<file path="config.mk">
export PLATFORM = sky130hd
export DESIGN_NAME = box_frustum_classifier_flat
export DESIGN_NICKNAME = d
export VERILOG_FILES = /design/src/hdl/bfc_pkg.sv /design/src/hdl/bfc_if.sv /design/src/hdl/bfc_regs.sv /design/src/hdl/box_frustum_classifier.sv /design/src/flat_wrapper.sv
export SDC_FILE = /design/constraint.sdc
export NUM_CORES = 1
export LEC_CHECK = 0
export ABC_AREA = 1
export BUFFER_PORTS_ARGS = -buffer_cell sky130_fd_sc_hd__clkbuf_2
export CORE_MARGIN = 2
export CORE_UTILIZATION = 30
export CTS_CLUSTER_SIZE = 25
export DETAILED_ROUTE_END_ITERATION = 12
export GPL_TIMING_DRIVEN = 0
export HOLD_SLACK_MARGIN = 0.15
export PLACE_DENSITY = 0.6
export SYNTH_ARGS = -nofsm -noshare
export SYNTH_HDL_FRONTEND = slang
export SYNTH_SLANG_ARGS = --single-unit
</file>
<file path="constraint.sdc">
create_clock -name clk -period 1.56 [get_ports clk]
set_clock_uncertainty 0.05 [all_clocks]
set_input_delay 0.078 -clock clk [delete_from_list [all_inputs] [get_ports clk]]
set_output_delay 0.078 -clock clk [all_outputs]
set_load 0.01 [all_outputs]
</file>
<file path="src/hdl/bfc_pkg.sv">
// ----------------------------------------------------------------------------
// bfc_pkg
// Shared types, constants and helpers for the box frustum classifier.
// ----------------------------------------------------------------------------
package bfc_pkg;

  // Visibility codes on the result channel
  typedef enum logic [1:0] {
    VIS_INSIDE  = 2'd0,
    VIS_CROSS   = 2'd1,
    VIS_OUTSIDE = 2'd2
  } vis_t;

  // Eight 64-bit matrix pair registers
  localparam int NUM_PAIRS = 8;
  localparam int PAIR_W    = 64;
  localparam int ADDR_W    = 6;
  typedef logic [NUM_PAIRS-1:0][PAIR_W-1:0] mat_pairs_t;

  // Datapath widths: corner coords, products, axis terms, pair sums, final sum
  localparam int CW = 34;
  localparam int PW = 66;
  localparam int TW = 67;
  localparam int KW = 41;
  localparam int QW = 68;
  localparam int SW = 69;

  // Q24.8 constants
  localparam logic signed [CW-1:0] TILE_SPAN_Q = 34'sd524288;
  localparam logic signed [CW-1:0] Z_BELOW_Q   = 34'sd65536;
  localparam logic signed [CW-1:0] Z_ABOVE_Q   = 34'sd76800;
  localparam logic [31:0]          NO_HEIGHT   = 32'h8000_0000;

  // Matrix entry at row r and used column k (k = 0: x, 1: y, 2: w)
  function automatic logic signed [31:0] mat_entry(mat_pairs_t m, int r, int k);
    logic [PAIR_W-1:0] pr;
    pr = m[3'(r * 2 + ((k == 2) ? 1 : 0))];
    return (k == 0) ? $signed(pr[31:0]) : $signed(pr[63:32]);
  endfunction

endpackage

</file>
<file path="src/hdl/bfc_if.sv">
// ----------------------------------------------------------------------------
// bfc_if
// Valid/ready channels for tile beats and result beats.
// ----------------------------------------------------------------------------
interface bfc_tile_if;
  logic        valid;
  logic        ready;
  logic [31:0] tile_origin_x;
  logic [31:0] tile_origin_y;
  logic [31:0] low_height;
  logic [31:0] high_height;
  logic [31:0] camera_x;
  logic [31:0] camera_y;
  logic [31:0] camera_z;
  logic [30:0] side_padding;

  modport source (output valid, tile_origin_x, tile_origin_y, low_height, high_height,
                  camera_x, camera_y, camera_z, side_padding, input ready);
  modport sink   (input valid, tile_origin_x, tile_origin_y, low_height, high_height,
                  camera_x, camera_y, camera_z, side_padding, output ready);
endinterface

interface bfc_result_if;
  logic       valid;
  logic       ready;
  logic [1:0] visibility;
  logic       land_present;

  modport source (output valid, visibility, land_present, input ready);
  modport sink   (input valid, visibility, land_present, output ready);
endinterface

</file>
<file path="src/hdl/bfc_regs.sv">
// ----------------------------------------------------------------------------
// bfc_regs
// APB register file holding the eight 64-bit matrix pair registers.
// ----------------------------------------------------------------------------
module bfc_regs
  import bfc_pkg::*;
(
  input  logic                clk,
  input  logic                rst,
  input  logic                psel,
  input  logic                penable,
  input  logic                pwrite,
  input  logic [ADDR_W-1:0]   paddr,
  input  logic [PAIR_W-1:0]   pwdata,
  output logic [PAIR_W-1:0]   prdata,
  output logic                pready,
  output mat_pairs_t          mat
);

  logic [2:0] idx;
  assign idx    = paddr[5:3];
  assign pready = 1'b1;
  assign prdata = mat[idx];

  // Write on access phase
  always_ff @(posedge clk) begin
    if (rst) begin
      mat <= '0;
    end else if (psel && penable && pwrite) begin
      mat[idx] <= pwdata;
    end
  end

endmodule

</file>
<file path="src/hdl/box_frustum_classifier.sv">
// ----------------------------------------------------------------------------
// box_frustum_classifier
// Five-stage pipeline from tile beat to result beat.
// Throughput one tile per cycle; each stage holds only while its successor is
// full and stalled, so bubbles are absorbed.
// Synchronous active-high reset clears all stage valids and matrix registers.
// ----------------------------------------------------------------------------
module box_frustum_classifier
  import bfc_pkg::*;
(
  input  logic              clk,
  input  logic              rst,
  input  logic              psel,
  input  logic              penable,
  input  logic              pwrite,
  input  logic [ADDR_W-1:0] paddr,
  input  logic [PAIR_W-1:0] pwdata,
  output logic [PAIR_W-1:0] prdata,
  output logic              pready,
  bfc_tile_if.sink          tile,
  bfc_result_if.source      result
);

  mat_pairs_t mat;

  bfc_regs u_regs (
    .clk, .rst, .psel, .penable, .pwrite, .paddr, .pwdata, .prdata, .pready, .mat
  );

  // Stage valids and enables
  logic v1, v2, v3, v4, v5;
  logic en1, en2, en3, en4, en5;
  assign en5 = !v5 || result.ready;
  assign en4 = !v4 || en5;
  assign en3 = !v3 || en4;
  assign en2 = !v2 || en3;
  assign en1 = !v1 || en2;
  assign tile.ready = en1;

  logic land1, land2, land3, land4;

  // Stage 1: corner coordinates relative to camera
  logic signed [CW-1:0] c_next [3][2];
  logic signed [CW-1:0] crd    [3][2];
  logic                 land_next;

  always_comb begin
    logic signed [CW-1:0] pad;
    pad = $signed({3'b0, tile.side_padding});
    c_next[0][0] = CW'($signed(tile.tile_origin_x)) - pad - CW'($signed(tile.camera_x));
    c_next[0][1] = CW'($signed(tile.tile_origin_x)) + TILE_SPAN_Q + pad
                   - CW'($signed(tile.camera_x));
    c_next[1][0] = CW'($signed(tile.tile_origin_y)) - pad - CW'($signed(tile.camera_y));
    c_next[1][1] = CW'($signed(tile.tile_origin_y)) + TILE_SPAN_Q + pad
                   - CW'($signed(tile.camera_y));
    c_next[2][0] = CW'($signed(tile.low_height)) - Z_BELOW_Q - CW'($signed(tile.camera_z));
    c_next[2][1] = CW'($signed(tile.high_height)) + Z_ABOVE_Q - CW'($signed(tile.camera_z));
    land_next = (tile.high_height != NO_HEIGHT)
             && ($signed(tile.low_height) <= $signed(tile.high_height));
  end

  // Stage 2: per-axis products, one per axis side and used column
  logic signed [PW-1:0] p_next [3][2][3];
  logic signed [PW-1:0] prod   [3][2][3];

  always_comb begin
    for (int ax = 0; ax < 3; ax++)
      for (int s = 0; s < 2; s++)
        for (int k = 0; k < 3; k++)
          p_next[ax][s][k] = PW'(crd[ax][s]) * PW'(mat_entry(mat, ax, k));
  end

  // Stage 3: plane terms per axis side (x+w, x-w, y+w, y-w)
  logic signed [TW-1:0] t_next [3][2][4];
  logic signed [TW-1:0] term   [3][2][4];
  logic signed [KW-1:0] k_next [4];
  logic signed [KW-1:0] kterm  [4];

  always_comb begin
    logic signed [KW-1:0] wx, wy, ww;
    for (int ax = 0; ax < 3; ax++)
      for (int s = 0; s < 2; s++) begin
        t_next[ax][s][0] = TW'(prod[ax][s][0]) + TW'(prod[ax][s][2]);
        t_next[ax][s][1] = TW'(prod[ax][s][0]) - TW'(prod[ax][s][2]);
        t_next[ax][s][2] = TW'(prod[ax][s][1]) + TW'(prod[ax][s][2]);
        t_next[ax][s][3] = TW'(prod[ax][s][1]) - TW'(prod[ax][s][2]);
      end
    // w row of the corner is 1.0, i.e. 256 in Q24.8
    wx = KW'(mat_entry(mat, 3, 0)) <<< 8;
    wy = KW'(mat_entry(mat, 3, 1)) <<< 8;
    ww = KW'(mat_entry(mat, 3, 2)) <<< 8;
    k_next[0] = wx + ww;
    k_next[1] = wx - ww;
    k_next[2] = wy + ww;
    k_next[3] = wy - ww;
  end

  // Stage 4: x+y pair sums and z+constant sums
  logic signed [QW-1:0] xy_next [2][2][4];
  logic signed [QW-1:0] xy      [2][2][4];
  logic signed [QW-1:0] zk_next [2][4];
  logic signed [QW-1:0] zk      [2][4];

  always_comb begin
    for (int t = 0; t < 4; t++) begin
      for (int a = 0; a < 2; a++)
        for (int b = 0; b < 2; b++)
          xy_next[a][b][t] = QW'(term[0][a][t]) + QW'(term[1][b][t]);
      for (int d = 0; d < 2; d++)
        zk_next[d][t] = QW'(term[2][d][t]) + QW'(kterm[t]);
    end
  end

  // Stage 5: corner sums, sign tests, reduction into the output register
  vis_t vis_next;

  always_comb begin
    logic signed [SW-1:0] sm;
    logic neg, pos;
    logic out_l, out_r, out_b, out_t, ins;
    out_l = 1'b1; out_r = 1'b1; out_b = 1'b1; out_t = 1'b1; ins = 1'b1;
    for (int a = 0; a < 2; a++)
      for (int b = 0; b < 2; b++)
        for (int d = 0; d < 2; d++)
          for (int t = 0; t < 4; t++) begin
            sm  = SW'(xy[a][b][t]) + SW'(zk[d][t]);
            neg = sm[SW-1];
            pos = !neg && (sm != '0);
            unique case (t)
              0: begin out_l &= neg; ins &= !neg; end
              1: begin out_r &= pos; ins &= !pos; end
              2: begin out_b &= neg; ins &= !neg; end
              default: begin out_t &= pos; ins &= !pos; end
            endcase
          end
    priority if (!land4)                            vis_next = VIS_CROSS;
    else if (out_l || out_r || out_b || out_t)      vis_next = VIS_OUTSIDE;
    else if (ins)                                   vis_next = VIS_INSIDE;
    else                                            vis_next = VIS_CROSS;
  end

  // Valid chain
  always_ff @(posedge clk) begin
    if (rst) begin
      v1 <= 1'b0; v2 <= 1'b0; v3 <= 1'b0; v4 <= 1'b0; v5 <= 1'b0;
    end else begin
      if (en1) v1 <= tile.valid;
      if (en2) v2 <= v1;
      if (en3) v3 <= v2;
      if (en4) v4 <= v3;
      if (en5) v5 <= v4;
    end
  end

  // Payload registers
  always_ff @(posedge clk) begin
    if (en1) begin crd <= c_next; land1 <= land_next; end
    if (en2) begin prod <= p_next; land2 <= land1; end
    if (en3) begin term <= t_next; kterm <= k_next; land3 <= land2; end
    if (en4) begin xy <= xy_next; zk <= zk_next; land4 <= land3; end
    if (en5) begin result.visibility <= vis_next; result.land_present <= land4; end
  end

  assign result.valid = v5;

endmodule

</file>
<file path="src/flat_wrapper.sv">
// flat-port wrapper written by rule: the top's interface ports become plain ports
module box_frustum_classifier_flat import bfc_pkg::*;
  (clk, rst, psel, penable, pwrite, paddr, pwdata, prdata, pready, tile_valid, tile_tile_origin_x, tile_tile_origin_y, tile_low_height, tile_high_height, tile_camera_x, tile_camera_y, tile_camera_z, tile_side_padding, tile_ready, result_valid, result_visibility, result_land_present, result_ready);
  bfc_tile_if tile_i ();
  bfc_result_if result_i ();
  input  logic clk;
  input  logic rst;
  input  logic psel;
  input  logic penable;
  input  logic pwrite;
  input  logic [ADDR_W-1:0] paddr;
  input  logic [PAIR_W-1:0] pwdata;
  output logic [PAIR_W-1:0] prdata;
  output logic pready;
  input wire logic [$bits(tile_i.valid)-1:0] tile_valid;
  input wire logic [$bits(tile_i.tile_origin_x)-1:0] tile_tile_origin_x;
  input wire logic [$bits(tile_i.tile_origin_y)-1:0] tile_tile_origin_y;
  input wire logic [$bits(tile_i.low_height)-1:0] tile_low_height;
  input wire logic [$bits(tile_i.high_height)-1:0] tile_high_height;
  input wire logic [$bits(tile_i.camera_x)-1:0] tile_camera_x;
  input wire logic [$bits(tile_i.camera_y)-1:0] tile_camera_y;
  input wire logic [$bits(tile_i.camera_z)-1:0] tile_camera_z;
  input wire logic [$bits(tile_i.side_padding)-1:0] tile_side_padding;
  output wire logic [$bits(tile_i.ready)-1:0] tile_ready;
  output wire logic [$bits(result_i.valid)-1:0] result_valid;
  output wire logic [$bits(result_i.visibility)-1:0] result_visibility;
  output wire logic [$bits(result_i.land_present)-1:0] result_land_present;
  input wire logic [$bits(result_i.ready)-1:0] result_ready;
  assign tile_i.valid = tile_valid;
  assign tile_i.tile_origin_x = tile_tile_origin_x;
  assign tile_i.tile_origin_y = tile_tile_origin_y;
  assign tile_i.low_height = tile_low_height;
  assign tile_i.high_height = tile_high_height;
  assign tile_i.camera_x = tile_camera_x;
  assign tile_i.camera_y = tile_camera_y;
  assign tile_i.camera_z = tile_camera_z;
  assign tile_i.side_padding = tile_side_padding;
  assign tile_ready = tile_i.ready;
  assign result_valid = result_i.valid;
  assign result_visibility = result_i.visibility;
  assign result_land_present = result_i.land_present;
  assign result_i.ready = result_ready;
  box_frustum_classifier u_core (.clk(clk), .rst(rst), .psel(psel), .penable(penable), .pwrite(pwrite), .paddr(paddr), .pwdata(pwdata), .prdata(prdata), .pready(pready), .tile(tile_i), .result(result_i));
endmodule
</file>
==> metrics.md, run 1 <==
| Metric | Value |
|---|---|
| Crit-path max FO | 2 |
| Yosys top cell by area | dfxtp_1 |
| Initial DRC count | between 2000 and 3000 |
| Hold Fails Final Rpt | 2 |
| Worst min-delay path category | in2reg |
| Clock Pin Slew Worst Setup and Hold Paths | approximately 0.06 ns |
| Post-synth EDFFs | 5 |
| Mapped Area | ~22000 um2 |
| GP Congestion | 0.890 |
| Count leader, synth | nand2_1 |
| Element type at the critical path start | flop |
| Final wirelength | 102000 um |
| Headroom to the max-slew limit | 0.260 |
| Share of flip-flops with an asynchronous set or reset | 0 |
| Crit path kind | reg2out |
| Antenna Nets Post-Route | 0 |
| Gr ovfl total | 0 |
| Mux cell area share after synthesis | 0 |
| Worst setup path start | u_core.u_regs.mat[322] |
| Slowest CP cell | dfxtp_2 |
| Post-synthesis xor/xnor area fraction | 0 |
| R2r worst-path depth | 9 |
| Max frequency | 518 MHz |
| Worst r2r dst | u_core.result.land_present |
| Syn_area_per_cell | roughly 7.4 um2 |
| WHS Path Cells | 7 |
| DP Wirelength | between 60000 and 70000 um |
| Avg WL per Cell | around 23 um |
| Power per Cell Area | 1020 nW/um2 |
| Core footprint | a little over 70000 um2 |
| Layout cells sized above 1 | 0.228 |
| Synth Area in Compound Gates | 0.200 |
| Post-route minimum period | around 1.9 ns |
| Die area | approximately 75000 um2 |
| Initial core utilization | 0.302 |
| Largest family of logic cells by synthesized area | simple AND/OR/NAND/NOR gates |
| CTS Buf Count | 56 |
| DIE HEIGHT | roughly 270 um |
| Post-layout util | 0.398 |
| Reg2reg start | u_core.result.valid |
| Vias in the first global route | 21634 |
| Final instance area | around 29000 um2 |
| Area growth, synth to finish | 31.8% |
| Row Count | 99 |
| Synthesized instance count | between 2000 and 3000 |
| CTS root buffer | clkbuf_16 |
| Crit-path max cell delay | around 0.32 ns |
| Worst Tran Pin Value | ~1.1 ns |
| VDD IR-drop max | between 0.8 and 0.9 mV |
| CP Capture Point | prdata[2] |
| Violated checks | negative hold slack, negative setup slack |
| Top Ports | about 400 |
| Number of distinct library cells after synthesis | 33 |
| Largest net degree at the start of global routing | 15 |
| Final WS setup | -0.370 ns |
| Cell-by-cell trace of the critical path | inv_2 -> o22ai_2 -> a221oi_2 -> nand4_1 -> clkbuf_2 |
| 1st-pass router iterations | 7 |
| Hold WS | -0.0992 ns |
| Final period util | 1.24 |
| Setup tns final | -13.28 ns |
| Worst Setup End Kind | output port |
| Top cells by area, synth | dfxtp_1, nand2_1, a21oi_1 |
| Port Buffers | 137 |
| H-tree Lvls | 2 |
| Vias/cell | around 5.4 |
| Placed Instance Area | between 20000 and 25000 um2 |
| Vias | 23533 |
| Initial antenna violation count | 8 |
| Synthesis-stage register bit count | around 520 |
| Final setup fails | 65 |
| Clk_lat worst skew | about 0.62 ns |
| Leakage power | ~10 nW |
| DRC viols | 0 |
| Share of synthesized cell area in full adder, half adder and majority cells | 0.0182 |
| Maxcap violations | 0 |
| TritonCTS clock tree | built |
| Top-area cell type share of the netlist area | 0.471 |
| First-pass GRT wire length | around 140000 um |
| Die W | ~270 um |
| Most frequent cells after synthesis | nand2_1, dfxtp_1, a21oi_1, clkbuf_1, inv_1 |
| # nets final | 3708 |
| Sink Count | 522 |
| Crit path DAT | ~1.8 ns |
| Total GRT Usage | 0.260 |
| Max Slew Vio Count | 0 |
| Synth Flop Type | dfxtp_1 |
| Ys Warns | 0 |
| Status | complete, but fails checks |
| RSZ-0062 raised after global routing | yes |
| Worst reg-to-reg setup slack | 0.14 ns |
| Crit path required time | roughly 1.4 ns |
| Register area share after synthesis | 0.478 |
| CTS max path bufs | 3 |
| Synthesized-area fraction occupied by and/or/nand/nor cells | 0.225 |
[area by class of cell]
class | count | area [um2]
inverter | 152 | 594
timing repair buffer | 311 | 2380
fill | 7401 | 43700
multi-input combinational | 2024 | 10800
buffer | 277 | 1590
clock inverter | 14 | 135
tap | 959 | 1200
antenna | 1 | 2.50
sequential | 522 | 10600
clock buffer | 84 | 1700
[metal layers]
metal | track usage | share of wire | routed length (um)
met1 | 0.330 | 0.39 | 39400
met5 | 0 | 0.00062 | 63
met3 | 0.0699 | 0.12 | 12300
met4 | 0.138 | 0.056 | 5670
met2 | 0.402 | 0.44 | 44600
[cells in the final DEF (no fill, tap or decap), types with 4 or more instances in the layout]
master / instances
clkinv_2: 8
nor2_4: 8
clkbuf_1: 142
ha_4: 9
buf_6: 15
nor2_2: 5
ha_1: 23
edfxtp_1: 5
clkbuf_8: 34
a21oi_2: 11
nand3_1: 6
dfxtp_2: 57
inv_1: 62
clkbuf_4: 14
a22oi_1: 60
buf_1: 8
a22o_1: 13
a221oi_2: 61
o21ai_2: 13
buf_2: 57
inv_2: 84
buf_12: 7
o22ai_2: 25
nand2_2: 24
dlygate4sd3_1: 101
a211oi_2: 10
a211oi_1: 68
buf_4: 74
dfxtp_1: 460
nor2_1: 88
o2111ai_2: 7
nand4_1: 62
clkbuf_2: 154
a21oi_1: 447
clkbuf_16: 61
nand3_2: 4
nand2_1: 1055
[kinds of logic after synthesis]
group,after synthesis
AND/OR/NAND/NOR,1262
AO/OA/AOI/OAI,727
flip-flops,522
buffers and inverters,431
adder cells (fa/ha/maj),32
other,2
[critical path: cells and delay by family (launching register included)]
family	cells	cell delay, ns
buf+inv	2	0.26
flops	1	0.32
compound gates	2	0.35
simple gates	1	0.24
[stage by stage]
step / power, mW / setup WS, ns / cells
after floorplan: 14.8 / 0.0134 / 2977
after global placement: 15.6 / -2.37 / 4073
after detailed placement: 15.7 / -2.38 / 4074
after CTS: 29.3 / -0.452 / 4321
after global routing: 30.2 / -0.464 / 4344
final: 29.6 / -0.370 / 4344
[state kept, by name, summed over array words and instances, names as in the netlist]
signal,flops
u_core.land1,1
u_core.land2,1
u_core.land3,1
u_core.v2,1
u_core.u_regs.mat,512
u_core.result.land_present,1
u_core.v3,1
u_core.v4,1
u_core.result.valid,1
u_core.land4,1
u_core.v1,1
[worst min path at each step]
| stage | end | from | slack, ns |
|---|---|---|---|
| final | u_core.v4 | result_ready | -0.1 |
| after global routing | u_core.v4 | result_ready | -0.07 |
| after CTS | u_core.v4 | result_ready | -0.13 |
| after detailed placement | u_core.v1 | tile_valid | 0.26 |
| after global placement | u_core.v1 | tile_valid | 0.26 |
| after floorplan | u_core.v1 | tile_valid | 0.16 |
[timing repair]
item | in CTS | in global routing
resized for setup | 393 | 185
hold buffers | 98 | 7
buffers inserted | 51 | 29
pin swaps | 106 | 86
hold endpoints to repair | 519 | 11
endpoints found under the setup margin | 490 | 228
[power by group]
part | internal [mW] | switching (mW)
registers | 13.5 | 0.0668
clock network | 7.80 | 5.81
logic | 0.741 | 1.67
Power figures use the tool's default switching activity.
==> run 2: changes to the inputs <==
SKIP_CTS_REPAIR_TIMING = 1   (was unset)
==> run 2 against run 1 <==
- wire length is 1.2% lower
- hold slack worse by 0.17 ns
- cell count is 0.74% lower
- non-clock buffer count is 33 lower
- critical path depth is 4 higher
- the run still ends with negative hold slack, negative setup slack left
- setup slack worse by 0.039 ns
- via count is 1.3% lower
- register-to-register slack worse by 0.09 ns
- largest cell class unchanged
- largest power group unchanged
==> metrics.md, run 2 (synthesis gave the netlist of run 1 again) <==
| Metric | Value |
|---|---|
| # nets final | roughly 3700 |
| Total Power | between 20 and 30 mW |
| DP Wirelength | approximately 65000 um |
| Leakage power | around 10 nW |
| Worst Tran Pin Value | approximately 1.1 ns |
| Core footprint | between 70000 and 80000 um2 |
| Crit path DAT | between 1.5 and 2 ns |
| DIE HEIGHT | roughly 270 um |
| Row Count | slightly below 100 |
| Worst min-delay path category | in2reg |
| Total GRT Usage | 0.254 |
| Max Slew Vio Count | 0 |
| Register area | between 10000 and 15000 um2 |
| Top Ports | 402 |
| Area of the multi-input gates | between 10000 and 15000 um2 |
| Area growth, synth to finish | 29.0% |
| Crit path kind | in2out |
| Hold WS | -0.268 ns |
| Initial core utilization | 0.302 |
| CTS max path bufs | 3 |
| 1st-pass router iterations | 5 |
| Final period util | 1.26 |
| Crit-path max FO | 10 |
| Vias in the first global route | roughly 20000 |
| Power per Cell Area | 1040 nW/um2 |
| VDD IR-drop max | 0.857 mV |
| Vias/cell | approximately 5.4 |
| Largest register FFs | about 510 |
| Setup tns final | -15.30 ns |
| First-pass GRT wire length | ~140000 um |
| Largest reg by FF count | u_core.u_regs.mat |
| Antenna Nets Post-Route | 0 |
| Violated checks | negative hold slack, negative setup slack |
| Sink Count | 522 |
| Worst reg-to-reg setup slack | roughly 0.05 ns |
| Vias | 23220 |
| H-tree Lvls | 2 |
| Headroom to the max-slew limit | 0.245 |
| Hold Fails Final Rpt | 4 |
| CTS Buf Count | between 50 and 60 |
| Final wirelength | just over 100000 um |
| Slowest CP cell | nor3_4 |
| CP dominant cell by count | inv_2 |
| Status | complete, but fails checks |
| DRC viols | 0 |
| CTS root buffer | clkbuf_16 |
| Max frequency | slightly above 500 MHz |
| Gr ovfl total | 0 |
| Initial antenna violation count | 7 |
| Crit-path max cell delay | approximately 0.37 ns |
| Final WS setup | -0.408 ns |
| GP Congestion | around 0.89 |
| Die W | roughly 270 um |
| Most frequent cells in the layout | nand2_1, dfxtp_1, a21oi_1 |
| Commonest non-fill, non-tap cell in the layout | nand2_1 |
| Fill cells | around 7500 |
| Avg WL per Cell | roughly 23 um |
| Maxcap violations | 0 |
| TritonCTS clock tree | built |
| Post-route minimum period | between 1.5 and 2 ns |
| Cell-by-cell trace of the critical path | clkbuf_4 -> inv_2 -> nor3_4 -> inv_2 -> buf_4 -> o22ai_1 -> a221oi_2 -> nand4_1 -> clkbuf_2 |
| Initial DRC count | 2991 |
| Die area | approximately 75000 um2 |
| Layout cells sized above 1 | 0.214 |
| Port Buffers | roughly 140 |
| RSZ-0062 raised after global routing | yes |
| Final setup fails | 83 |
| Post-layout util | 0.390 |
| Crit path required time | approximately 1.4 ns |
| Worst Setup End Kind | output port |
| Element type at the critical path start | input pin |
| Largest net degree at the start of global routing | 15 |
| Clock Pin Slew Worst Setup and Hold Paths | about 0.060 ns |
| Clk_lat worst skew | slightly above 0.6 ns |
run 2: cell types whose count changed in the layout (fill, tap and decap cells not counted), sizes merged:
cell	change
dlygate4sd3	-3
dlymetal6s4s	-2
inv	-1
buf	+18
clkbuf	-46
diode	+1
clkinvlp	+1
run 2: path summary, 6_finish.rpt:
check                      start                    endpoint  depth (start not counted)
max                     paddr[5]                   prdata[2]                          9
min                 result_ready         u_core.result.valid                          4
max reg2reg  u_core.result.valid  u_core.result.land_present                          5
min reg2reg         u_core.land2                u_core.land3                          0
run 2: final cells by class:
cell class                 count  share of cell area
sequential                   522               0.373
multi-input combinational   2024               0.376
clock buffer                  84              0.0599
tap                          959              0.0423
antenna                        2            0.000176
inverter                     152              0.0211
clock inverter                14             0.00476
timing repair buffer         279              0.0720
buffer                       276              0.0511
run 2: critical path: cells and delay by family:
family	cells	cell delay, ns
buffers and inverters	5	0.86
AO/OA/AOI/OAI	2	0.32
AND/OR/NAND/NOR	2	0.57
run 2: power breakdown:
part           leakage (nW)  switching, mW  internal [mW]  total, mW
registers              4.25         0.0662           13.5       13.6
logic                  4.95           1.63          0.659       2.29
clock network         0.912           5.77           7.80       13.6
total                  10.1           7.46           22.0       29.4
run 2: stage by stage:
step                      worst slack [ns]  instances  instance area, um2
after floorplan                     0.0134       2977               22000
after global placement               -2.37       4073               23900
after detailed placement             -2.38       4074               23900
after CTS                            -2.37       4172               25700
after global routing                -0.523       4311               28400
final                               -0.408       4312               28400
run 2: per-layer routing:
metal  global-route usage  share of wire
met2                0.388           0.44
met4                0.127          0.048
met1                0.329           0.39
met3               0.0683           0.11
met5                    0        0.00058
